## src/dsm_pkg.sv

```systemverilog
// Package for the two-digit segment multiplexer: command codes, segment tables,
// digit arithmetic helpers and the tick status struct.
// No dependencies; imported by every module of the block.
`default_nettype none

package dsm_pkg;

    // Default number of digits driven
    localparam int DIGIT_COUNT_DEF = 2;

    // Refresh divider after reset
    localparam logic [7:0] DIVIDER_RESET = 8'd2;

    // Stream payload widths
    localparam int IN_TDATA_W  = 40;
    localparam int IN_TUSER_W  = 3;
    localparam int OUT_TDATA_W = 8;
    localparam int OUT_TUSER_W = 1;

    // Command codes carried in the input tuser
    typedef enum logic [2:0] {
        CMD_TICK  = 3'd0,
        CMD_NUM   = 3'd1,
        CMD_TEXT  = 3'd2,
        CMD_RAW   = 3'd3,
        CMD_DOTS  = 3'd4,
        CMD_DOT   = 3'd5,
        CMD_CLEAR = 3'd6
    } cmd_t;

    // Segment codes of the decimal digits
    localparam logic [7:0] NUM_CODES [10] = '{
        8'hFC, 8'h60, 8'hDA, 8'hF2, 8'h66, 8'hB6, 8'hBE, 8'hE0, 8'hFE, 8'hF6
    };

    localparam logic [7:0] CODE_C     = 8'h9C;
    localparam logic [7:0] CODE_A     = 8'hEE;
    localparam logic [7:0] CODE_CLOSE = 8'hF0;

    // Tick controller status toward the datapath
    typedef struct packed {
        logic emit;
        logic digit;
    } tick_status_t;

    // Quotient by ten through the reciprocal 205/2048, exact below 1029
    function automatic logic [4:0] div10(input logic [7:0] n);
        logic [15:0] p;
        p = {8'd0, n} * 16'd205;
        return p[15:11];
    endfunction

    // Remainder by ten
    function automatic logic [3:0] mod10(input logic [7:0] n);
        logic [4:0] q;
        logic [7:0] r;
        q = div10(n);
        r = n - ({3'd0, q} << 3) - ({3'd0, q} << 1);
        return r[3:0];
    endfunction

    // Segment code of one decimal digit, blank for anything above nine
    function automatic logic [7:0] num_code(input logic [3:0] d);
        logic [7:0] code;
        code = 8'h00;
        if (d < 4'd10)
        begin
            code = NUM_CODES[d];
        end
        return code;
    endfunction

    // Segment code of an ASCII character
    function automatic logic [7:0] char_code(input logic [7:0] c);
        logic [7:0] code;
        code = 8'h00;
        if (c >= 8'd48 && c < 8'd58)
        begin
            code = num_code(4'(c - 8'd48));
        end
        else if (c == 8'd67 || c == 8'd91)
        begin
            code = CODE_C;
        end
        else if (c == 8'd65)
        begin
            code = CODE_A;
        end
        else if (c == 8'd93)
        begin
            code = CODE_CLOSE;
        end
        return code;
    endfunction

endpackage

`default_nettype wire

```

## src/dsm_tick_ctrl.sv

```systemverilog
// Refresh timing for the segment multiplexer: tick counter and active digit.
// Depends on dsm_pkg for the tick status struct.
`default_nettype none

module dsm_tick_ctrl
    import dsm_pkg::*;
#(
    parameter int DIGIT_COUNT = DIGIT_COUNT_DEF
)
(
    input  wire logic         clk,
    input  wire logic         rst_n,
    input  wire logic         tick,
    input  wire logic [7:0]   divider,
    output tick_status_t      status
);

    logic [7:0] count_reg;
    logic [7:0] count_next;
    logic       active_reg;
    logic       active_next;
    logic [7:0] div_eff;
    logic [7:0] count_inc;
    logic       emit;

    // Saturating count, a zero divider acts as one
    always_comb
    begin
        div_eff   = (divider == 8'd0) ? 8'd1 : divider;
        count_inc = (count_reg != 8'hFF) ? count_reg + 8'd1 : count_reg;
        emit      = tick && (count_inc >= div_eff);
    end

    // Advance the counter and the digit on a refreshing tick
    always_comb
    begin
        count_next  = count_reg;
        active_next = active_reg;
        if (tick)
        begin
            count_next = emit ? 8'd0 : count_inc;
        end
        if (emit)
        begin
            active_next = (DIGIT_COUNT > 1) ? ~active_reg : 1'b0;
        end
    end

    always_ff @(posedge clk or negedge rst_n)
    begin
        if (!rst_n)
        begin
            count_reg  <= 8'd0;
            active_reg <= 1'b0;
        end
        else
        begin
            count_reg  <= count_next;
            active_reg <= active_next;
        end
    end

    assign status.emit  = emit;
    assign status.digit = active_reg;

endmodule

`default_nettype wire

```

## src/two_digit_segment_multiplexer_unit.sv

```systemverilog
// Two-digit multiplexed seven-segment driver, top level.
// Depends on dsm_pkg and dsm_tick_ctrl.
//
//  channel  | direction | tdata                                   | tuser
//  s_axis   | in        | value, char_first, char_second, dot_index, dot_on | command
//  m_axis   | out       | segments                                | digit_select
//  cfg      | in        | cfg_wdata = refresh_divider (cfg_we)    | -
//
// One item per cycle while the result is not stalled: an input register, then one
// pass of table lookups and register updates into the result register.
// A held result blocks the input stage only while it is not taken.
// Reset clears the digit codes, dots, tick count and active digit, and sets
// the divider to two.
`default_nettype none

module two_digit_segment_multiplexer_unit
    import dsm_pkg::*;
#(
    parameter int DIGIT_COUNT = DIGIT_COUNT_DEF
)
(
    input  wire logic                   clk,
    input  wire logic                   rst_n,
    // value[15:0], char_first[23:16], char_second[31:24], dot_index[32],
    // dot_on[33], zero fill [39:34]
    input  wire logic [IN_TDATA_W-1:0]  s_axis_tdata,
    // command[2:0]
    input  wire logic [IN_TUSER_W-1:0]  s_axis_tuser,
    input  wire logic                   s_axis_tvalid,
    output logic                        s_axis_tready,
    // segments[7:0]
    output logic [OUT_TDATA_W-1:0]      m_axis_tdata,
    // digit_select[0]
    output logic [OUT_TUSER_W-1:0]      m_axis_tuser,
    output logic                        m_axis_tvalid,
    input  wire logic                   m_axis_tready,
    input  wire logic                   cfg_we,
    input  wire logic [7:0]             cfg_wdata
);

    logic         in_valid_reg;
    logic         in_valid_next;
    logic [2:0]   cmd_reg;
    logic [15:0]  value_reg;
    logic [7:0]   char_first_reg;
    logic [7:0]   char_second_reg;
    logic         dot_index_reg;
    logic         dot_on_reg;

    logic [7:0]   divider_reg;
    logic [7:0]   codes_reg [2];
    logic [7:0]   codes_next [2];
    logic [1:0]   dots_reg;
    logic [1:0]   dots_next;

    logic         out_valid_reg;
    logic         out_valid_next;
    logic [7:0]   seg_reg;
    logic         digit_reg;

    logic         out_free;
    logic         fire;
    logic         accept;
    logic [1:0]   dot_bit;
    tick_status_t tick_status;

    // Handshake: the input stage moves on whenever the result slot is free
    assign out_free      = !out_valid_reg || m_axis_tready;
    assign fire          = in_valid_reg && out_free;
    assign s_axis_tready = !in_valid_reg || fire;
    assign accept        = s_axis_tvalid && s_axis_tready;

    always_comb
    begin
        in_valid_next = in_valid_reg;
        if (accept)
        begin
            in_valid_next = 1'b1;
        end
        else if (fire)
        begin
            in_valid_next = 1'b0;
        end
    end

    // Input register
    always_ff @(posedge clk or negedge rst_n)
    begin
        if (!rst_n)
        begin
            in_valid_reg <= 1'b0;
        end
        else
        begin
            in_valid_reg <= in_valid_next;
        end
    end

    always_ff @(posedge clk)
    begin
        if (accept)
        begin
            cmd_reg         <= s_axis_tuser;
            value_reg       <= s_axis_tdata[15:0];
            char_first_reg  <= s_axis_tdata[23:16];
            char_second_reg <= s_axis_tdata[31:24];
            dot_index_reg   <= s_axis_tdata[32];
            dot_on_reg      <= s_axis_tdata[33];
        end
    end

    // Refresh timing
    dsm_tick_ctrl #(
        .DIGIT_COUNT (DIGIT_COUNT)
    ) u_tick_ctrl (
        .clk     (clk),
        .rst_n   (rst_n),
        .tick    (fire && (cmd_reg == CMD_TICK)),
        .divider (divider_reg),
        .status  (tick_status)
    );

    // Decode the command into new digit codes and dots
    always_comb
    begin
        codes_next[0] = codes_reg[0];
        codes_next[1] = codes_reg[1];
        dots_next     = dots_reg;
        dot_bit       = 2'b01 << dot_index_reg;
        if (fire)
        begin
            unique case (cmd_reg)
                CMD_NUM:
                begin
                    if (DIGIT_COUNT > 1)
                    begin
                        codes_next[1] = num_code(mod10(value_reg[7:0]));
                        codes_next[0] = num_code(mod10({3'd0, div10(value_reg[7:0])}));
                    end
                    else
                    begin
                        codes_next[0] = num_code(mod10(value_reg[7:0]));
                    end
                end
                CMD_TEXT:
                begin
                    codes_next[0] = char_code(char_first_reg);
                    if (DIGIT_COUNT > 1)
                    begin
                        codes_next[1] = char_code(char_second_reg);
                    end
                end
                CMD_RAW:
                begin
                    codes_next[0] = value_reg[7:0];
                    codes_next[1] = value_reg[15:8];
                end
                CMD_DOTS:
                begin
                    dots_next = value_reg[1:0];
                end
                CMD_DOT:
                begin
                    dots_next = dot_on_reg ? (dots_reg | dot_bit) : (dots_reg & ~dot_bit);
                end
                CMD_CLEAR:
                begin
                    codes_next[0] = 8'd0;
                    if (DIGIT_COUNT > 1)
                    begin
                        codes_next[1] = 8'd0;
                    end
                end
                default:
                begin
                    // tick and the unused code leave the display as it is
                end
            endcase
        end
    end

    // Display state and divider
    always_ff @(posedge clk or negedge rst_n)
    begin
        if (!rst_n)
        begin
            codes_reg[0] <= 8'd0;
            codes_reg[1] <= 8'd0;
            dots_reg     <= 2'b00;
            divider_reg  <= DIVIDER_RESET;
        end
        else
        begin
            codes_reg[0] <= codes_next[0];
            codes_reg[1] <= codes_next[1];
            dots_reg     <= dots_next;
            if (cfg_we)
            begin
                divider_reg <= cfg_wdata;
            end
        end
    end

    // Result register: load on a refreshing tick, drop once taken
    always_comb
    begin
        out_valid_next = out_valid_reg;
        if (fire && tick_status.emit)
        begin
            out_valid_next = 1'b1;
        end
        else if (m_axis_tready)
        begin
            out_valid_next = 1'b0;
        end
    end

    always_ff @(posedge clk or negedge rst_n)
    begin
        if (!rst_n)
        begin
            out_valid_reg <= 1'b0;
        end
        else
        begin
            out_valid_reg <= out_valid_next;
        end
    end

    always_ff @(posedge clk)
    begin
        if (fire && tick_status.emit)
        begin
            seg_reg   <= codes_reg[tick_status.digit]
                         | {7'd0, dots_reg[tick_status.digit]};
            digit_reg <= tick_status.digit;
        end
    end

    assign m_axis_tvalid = out_valid_reg;
    assign m_axis_tdata  = seg_reg;
    assign m_axis_tuser  = digit_reg;

endmodule

`default_nettype wire

```

## config.mk

```make
export PLATFORM = sky130hd
export DESIGN_NAME = two_digit_segment_multiplexer_unit
export DESIGN_NICKNAME = d
export VERILOG_FILES = /design/src/dsm_pkg.sv /design/src/dsm_tick_ctrl.sv /design/src/two_digit_segment_multiplexer_unit.sv
export SDC_FILE = /design/constraint.sdc
export NUM_CORES = 1
export LEC_CHECK = 0
export ABC_AREA = 1
export BUFFER_PORTS_ARGS = -buffer_cell sky130_fd_sc_hd__buf_2
export CAP_MARGIN = 5
export CORE_MARGIN = 2
export CORE_UTILIZATION = 44
export DETAILED_ROUTE_END_ITERATION = 10
export PLACE_DENSITY = 0.59
export SLEW_MARGIN = 0
export SYNTH_ARGS = -nofsm -noshare
export SYNTH_HDL_FRONTEND = slang
export SYNTH_SLANG_ARGS = --single-unit
```

## constraint.sdc

```tcl
create_clock -name clk -period 14.7 [get_ports clk]
set_input_delay 2.205 -clock clk [delete_from_list [all_inputs] [get_ports clk]]
set_output_delay 2.205 -clock clk [all_outputs]
set_load 0.02 [all_outputs]
```

# Word level (Yosys, flattened, before mapping)
# Memories as Yosys holds them, arrays and structs flattened.
# Index checks and enable logic that the tools add are counted.
# word_totals
register_bits	83
latch_bits	0
mem_bits_rw	0
romBits	512
input_bits	56
wordCells	126
memories	4
# mem_list
memory	words	width	rd	rd_clocked_by_memory_dff	write_ports	line	rtl
(name not given)	16	8	1	0	0	dsm_pkg.sv:68	code = NUM_CODES[d];
(name not given)	16	8	1	0	0	dsm_pkg.sv:68	
(name not given)	16	8	1	0	0	dsm_pkg.sv:68	
(name not given)	16	8	1	0	0	dsm_pkg.sv:68	
# op_classes
n_addsub	7
n_mul	2
n_div	0
order_cmp	15
n_eq_ne	15
shift	1
mux	35
bitwise	10
n_reduce_logical	21
# ops
operator	n
two-way mux 8 bit	26
== test 8 x 7 -> 1 bit (second input constant)	8
one-hot mux 16 bit (4 select lines)	1
greater-or-equal comparator 5 bit (second input constant)	4
NOT 4 -> 5 bit	4
greater-or-equal comparator 8 x 6 -> 1 bit (second input constant)	2
< comparator 4 bit (second input constant)	4
< comparator 8 x 6 -> 1 bit (second input constant)	2
multiplier 8 x 8 -> 16 bit (second input constant)	1
subtractor 4 bit	4
multiplier 5 x 8 -> 13 bit (second input constant)	1
== test 3 bit (second input constant)	3
adder 8 x 1 -> 8 bit (second input constant)	1
greater-or-equal comparator 8 bit	1
zero test 8 bit	1
!= test 8 bit (second input constant)	1
OR 8 x 1 -> 8 bit	1
subtractor 4 x 1 -> 4 bit (second input constant)	2
logical AND 1 bit	7
== test 3 x 2 -> 1 bit (second input constant)	2
two-way mux 1 bit	6
nonzero test 2 bit	3
logical OR 1 bit	4
one-hot mux 2 bit (2 select lines)	1
other kinds (14)	16

# Logic depth before layout (Yosys ltp)
# logic_depth
ltp_word	10
mapped_depth	43
depth_no_buf	43

# By module
# Synthesis repeated with hierarchy kept, for this count alone.
# hier_totals
cells_unflattened	744
hier_area_um2	6600.1
# modules_own_cells
module	n_inst	cells_per_inst	area_each_um2
two_digit_segment_multiplexer_unit	1	617	5744.3
dsm_tick_ctrl	1	127	855.8

# Worst setup path before layout
# OpenSTA, ideal clock, no wires.
# synth_timing
kind	reg2reg
from	reg value_reg[1]
to	reg codes_reg[10] in the netlist's numbering
setup_time_ns	0.077
t_arrival_ns	6.543
required_ns	14.623
setup_slack_ns	8.080
path_stages_with_launch	36
path_cell_list	edfxtp_1 -> ha_1 -> xor2_1 -> ha_1 -> fa_1 -> inv_1 -> fa_1 -> inv_1 -> ha_1 -> nand2_1 -> inv_1 -> nand2_1 -> nand2_1 -> nand2_1 -> nand4_2 -> nand2_4 -> inv_1 -> ha_1 -> ha_1 -> inv_1 -> fa_1 -> inv_1 -> ha_1 -> a21oi_1 -> nand2_1 -> nand2_1 -> nand3_1 -> nand3_2 -> xnor2_1 -> ha_1 -> or2_2 -> nand2_1 -> nand2_1 -> a21oi_4 -> nand2_1 -> a21oi_1
# synth_between
elab_chain_cells	10
elab_cells_between_ends	11
# synth_lines
element	line	rtl
from (decl)	two_digit_segment_multiplexer_unit.sv:44	logic [15:0] value_reg;
from (signal assigned)	two_digit_segment_multiplexer_unit.sv:104	value_reg <= s_axis_tdata[15:0];
multiplier 8 x 8 -> 16 bit (*)	--	
multiplier 5 x 8 -> 13 bit	dsm_pkg.sv:49	p = {8'd0, n} * 16'd205;
subtractor 4 bit	dsm_pkg.sv:58	r = n - ({3'd0, q} << 3) - ({3'd0, q} << 1);
subtractor 4 bit (*)	dsm_pkg.sv:58	
NOT 4 -> 5 bit (implied by the code)	dsm_pkg.sv:68	
memory (16 x 8 bit)	--	
two-way mux 8 bit (implied by the code) (2 in a row)	dsm_pkg.sv:68	
two-way mux 8 bit (*)	dsm_pkg.sv:66	if (d < 4'd10)
one-hot mux 16 bit (4 select lines) (*)	two_digit_segment_multiplexer_unit.sv:132	unique case (cmd_reg)
to (decl)	two_digit_segment_multiplexer_unit.sv:51	logic [7:0] codes_reg [2];
# Every way passes the cells marked *; elsewhere a longest branch is shown, timed or not. The select of a mux whose other input is x is not followed.
# A chain may end at the register's enable or synchronous reset.

# Worst setup path after layout
# layout_timing
from	reg value_reg[2]
to	reg codes_reg[15] in the netlist's numbering
# The elaborated chain is that of the path after synthesis.

==> impl_metrics.env <==
export IMPL_clockRootBuffer="clkbuf_16"
export IMPL_synth_area_leaders="edfxtp_1 (21%), ha_1 (21%), dfrtp_1 (14%)"
export IMPL_start_util_pct=44.67
export IMPL_finalClockSkew_ns=0.01059
export IMPL_clockBufferDepth=2
export IMPL_drv_cap=0
export IMPL_p_leak_nw=3.759
export IMPL_gp_congestion=0.8849
export IMPL_drt_pre_antenna_iters=5
export IMPL_clock_fmax_mhz=136.4
export IMPL_synth_main_ff_cell="edfxtp_1"
export IMPL_core_area_um2=14420
export IMPL_antenna_found_initial=0
export IMPL_holdBufCountCts=0
export IMPL_synth_seq_area_share_pct=35.83
export IMPL_fp_dieW_um=125.0
export IMPL_syn_area_um2=6444
export IMPL_clk_latency_ns=0.34
export IMPL_pwr_share_seq_pct=19.8
export IMPL_worstSetupStartpointType="flip-flop"
export IMPL_worst_endpoint_required_ns=14.95
export IMPL_worstMarginPinSlew_ns=0.8610
export IMPL_ff2ff_setup_slack_ns=7.37
export IMPL_cts_buffers=9
export IMPL_arrival_ns=7.58
export IMPL_drtIter0Drc=276
export IMPL_synth_edf_count=46
export IMPL_outcome="complete, no violations"
export IMPL_clkTransAtPathRegs_ns=0.06
export IMPL_numPortBuffers=60
export IMPL_async_reset_ff_share_pct=44.58
export IMPL_drc=0
export IMPL_ys_top_cells_by_count="nand2_1 (148), inv_1 (125), ha_1 (107), edfxtp_1 (46), nor2_1 (46)"
export IMPL_setup_violations=0
export IMPL_rows=44
export IMPL_diodes=0
export IMPL_ant_nets=0
export IMPL_grt_overflow=0
export IMPL_syn_avg_cell_area_um2=8.649
export IMPL_p_sw_share_pct=47.48
export IMPL_path_class="reg2reg"
export IMPL_powerDensity_nw_per_um2=220.1
export IMPL_routedWlPerCell_um=13.11
export IMPL_first_global_vias=5203
export IMPL_cts_sinks=83
export IMPL_power_internal_w=0.0008427
export IMPL_nets=986
export IMPL_ys_ff_latch=83
export IMPL_dp_hpwl_um=10590
export IMPL_vias_per_cell=5.034
export IMPL_synth_fp_nets=919
export IMPL_max_slew_margin_pct=42.60
export IMPL_slowest_stage="xor2_1"
export IMPL_syn_inst=745
export IMPL_grt_use_total_pct=17.98
export IMPL_cts_resized=0
export IMPL_vias=5039
export IMPL_crit_fanout=9
export IMPL_post_cts_setup_buffers=0
export IMPL_grt_pass1_wl_um=23450
export IMPL_cpPeakStageDelay_ns=0.64
export IMPL_synth_top_cell_area_share_pct=21.44
export IMPL_yosysWarnings=0
export IMPL_rsz0062_at_grt="false"
export IMPL_cts_tree="built"
export IMPL_switching_power_w=0.0007620
export IMPL_hold_viol=0
export IMPL_slew_viol_final=0
export IMPL_vdd_ir_drop_max_mv=0.1035
export IMPL_hold_path_class="reg2reg"
export IMPL_place_area_um2=6970
export IMPL_synth_most_common_cell="nand2_1"
export IMPL_fin_tns_setup_ns=0
export IMPL_dieArea_um2=15630
export IMPL_pwr_share_clk_pct=14.9
export IMPL_drive_gt1_share_pct=13.22
export IMPL_grt_max_degree=38
export IMPL_p_comb_share_pct=65.3
export IMPL_htreeDepth=3
export IMPL_fin_area_um2=7292
export IMPL_pin_count=67
export IMPL_die_h_um=125.0
export IMPL_drt_total_wl_um=13130
export IMPL_cp_end_kind="flip-flop"
export IMPL_fin_crit_sh_pct=49.86
export IMPL_ys_types=42
export IMPL_syn_to_final_growth_pct=13.16
export IMPL_yosysTopAreaCell="edfxtp_1"
export IMPL_period_minus_slack_ns=7.329
==> cell families (layout without fill, tap and decap cells) <==
kind of cell | after synthesis | count (layout) | share of synthesized area (%)
and+or+nand+nor | 281 | 281 | 19.42
buffers and inverters | 136 | 208 | 7.922
adders and majority gates | 118 | 118 | 24.19
AOI/OAI and AO/OA | 113 | 113 | 10.62
DFF | 83 | 83 | 35.83
xor gates and xnor gates | 14 | 14 | 2.019
==> power groups by stage <==
| stage | Sequential, W | Combinational (W) | Clock [W] |
|---|---|---|---|
| after CTS | 0.000318 | 0.00106 | 0.000245 |
| after global placement | 0.000321 | 0.00100 | 0 |
| after floorplan | 0.000315 | 0.000826 | 0 |
| after detailed placement | 0.000323 | 0.00105 | 0 |
| after global routing | 0.000323 | 0.00125 | 0.000255 |
| final | 0.000318 | 0.00105 | 0.000238 |
==> final cells by class <==
| class | count | area, um^2 |
|---|---|---|
| fill | 1386 | 7132 |
| multi-input combinational | 526 | 3625 |
| sequential | 83 | 2308 |
| inverter | 129 | 484.2 |
| timing repair buffer | 63 | 322.8 |
| clock buffer | 11 | 264.0 |
| tap | 184 | 230.2 |
| clock inverter | 5 | 57.56 |
==> final timing paths <==
kind                                         from                              endpoint  cells after the start
min in group asynchronous                   rst_n  u_tick_ctrl.count_reg[0]$_DFFE_PN0P_                      1
setup reg to reg           value_reg[2]$_DFFE_PP_             codes_reg[15]$_DFFE_PN0P_                     32
hold reg to reg            value_reg[8]$_DFFE_PP_              codes_reg[0]$_DFFE_PN0P_                      2
setup / recovery           value_reg[2]$_DFFE_PP_             codes_reg[15]$_DFFE_PN0P_                     32
max in group asynchronous                   rst_n            divider_reg[2]$_DFFE_PN0P_                      1
hold / removal             value_reg[8]$_DFFE_PP_              codes_reg[0]$_DFFE_PN0P_                      2
==> cell usage in the layout, fill, tap and decap left out, types with 2 or more instances in the layout <==
cell type / instances
nand2_1: 148
inv_1: 125
ha_1: 107
buf_2: 60
nor2_1: 46
edfxtp_1: 46
o21ai_0: 42
dfrtp_1: 36
nand3_1: 35
a21oi_1: 30
nand4_1: 12
fa_1: 11
clkbuf_16: 10
nor3_1: 9
xor2_1: 9
or2_2: 8
a221oi_1: 8
nand2_2: 7
a22oi_1: 5
inv_2: 4
nand3_2: 4
xnor2_1: 4
o21a_1: 4
nor4_1: 4
o31ai_1: 4
a31oi_1: 4
a21o_1: 3
o211ai_1: 3
buf_4: 3
o21bai_1: 2
nand2_4: 2
or2_0: 2
nand3b_1: 2
o22ai_1: 2
clkinv_4: 2
==> critical path: cells and delay by family, from the launching register on <==
kind,cells,cell delay [ns]
DFF,1,0.53
AOI/OAI and AO/OA,4,0.63
and+or+nand+nor,11,1.57
xor gates and xnor gates,3,0.96
adders and majority gates,9,3.26
buffers and inverters,5,0.29
==> metrics by stage <==
step	setup slack [ns]	hold WS (ns)	power, W	instances	util, %
2_1_floorplan	8.080	0.4542	0.001141	745	-
3_3_place_gp	7.467	0.4980	0.001325	985	48.33
3_5_place_dp	7.410	0.4915	0.001373	985	48.33
4_1_cts	7.339	0.5069	0.001621	1001	50.56
5_1_grt	6.741	0.5487	0.001831	1001	50.56
6_report	7.371	0.5017	0.001605	1001	50.56
==> layer usage <==
metal  wire length [um]  GRT usage [%]  up-vias
li1                   -              -     2625
met3                413          3.209       17
met2               6198          30.05       85
met4                191          4.771        0
met5                  0              0        -
met1               6324          24.24     2312
Power figures use the tool's default switching activity.
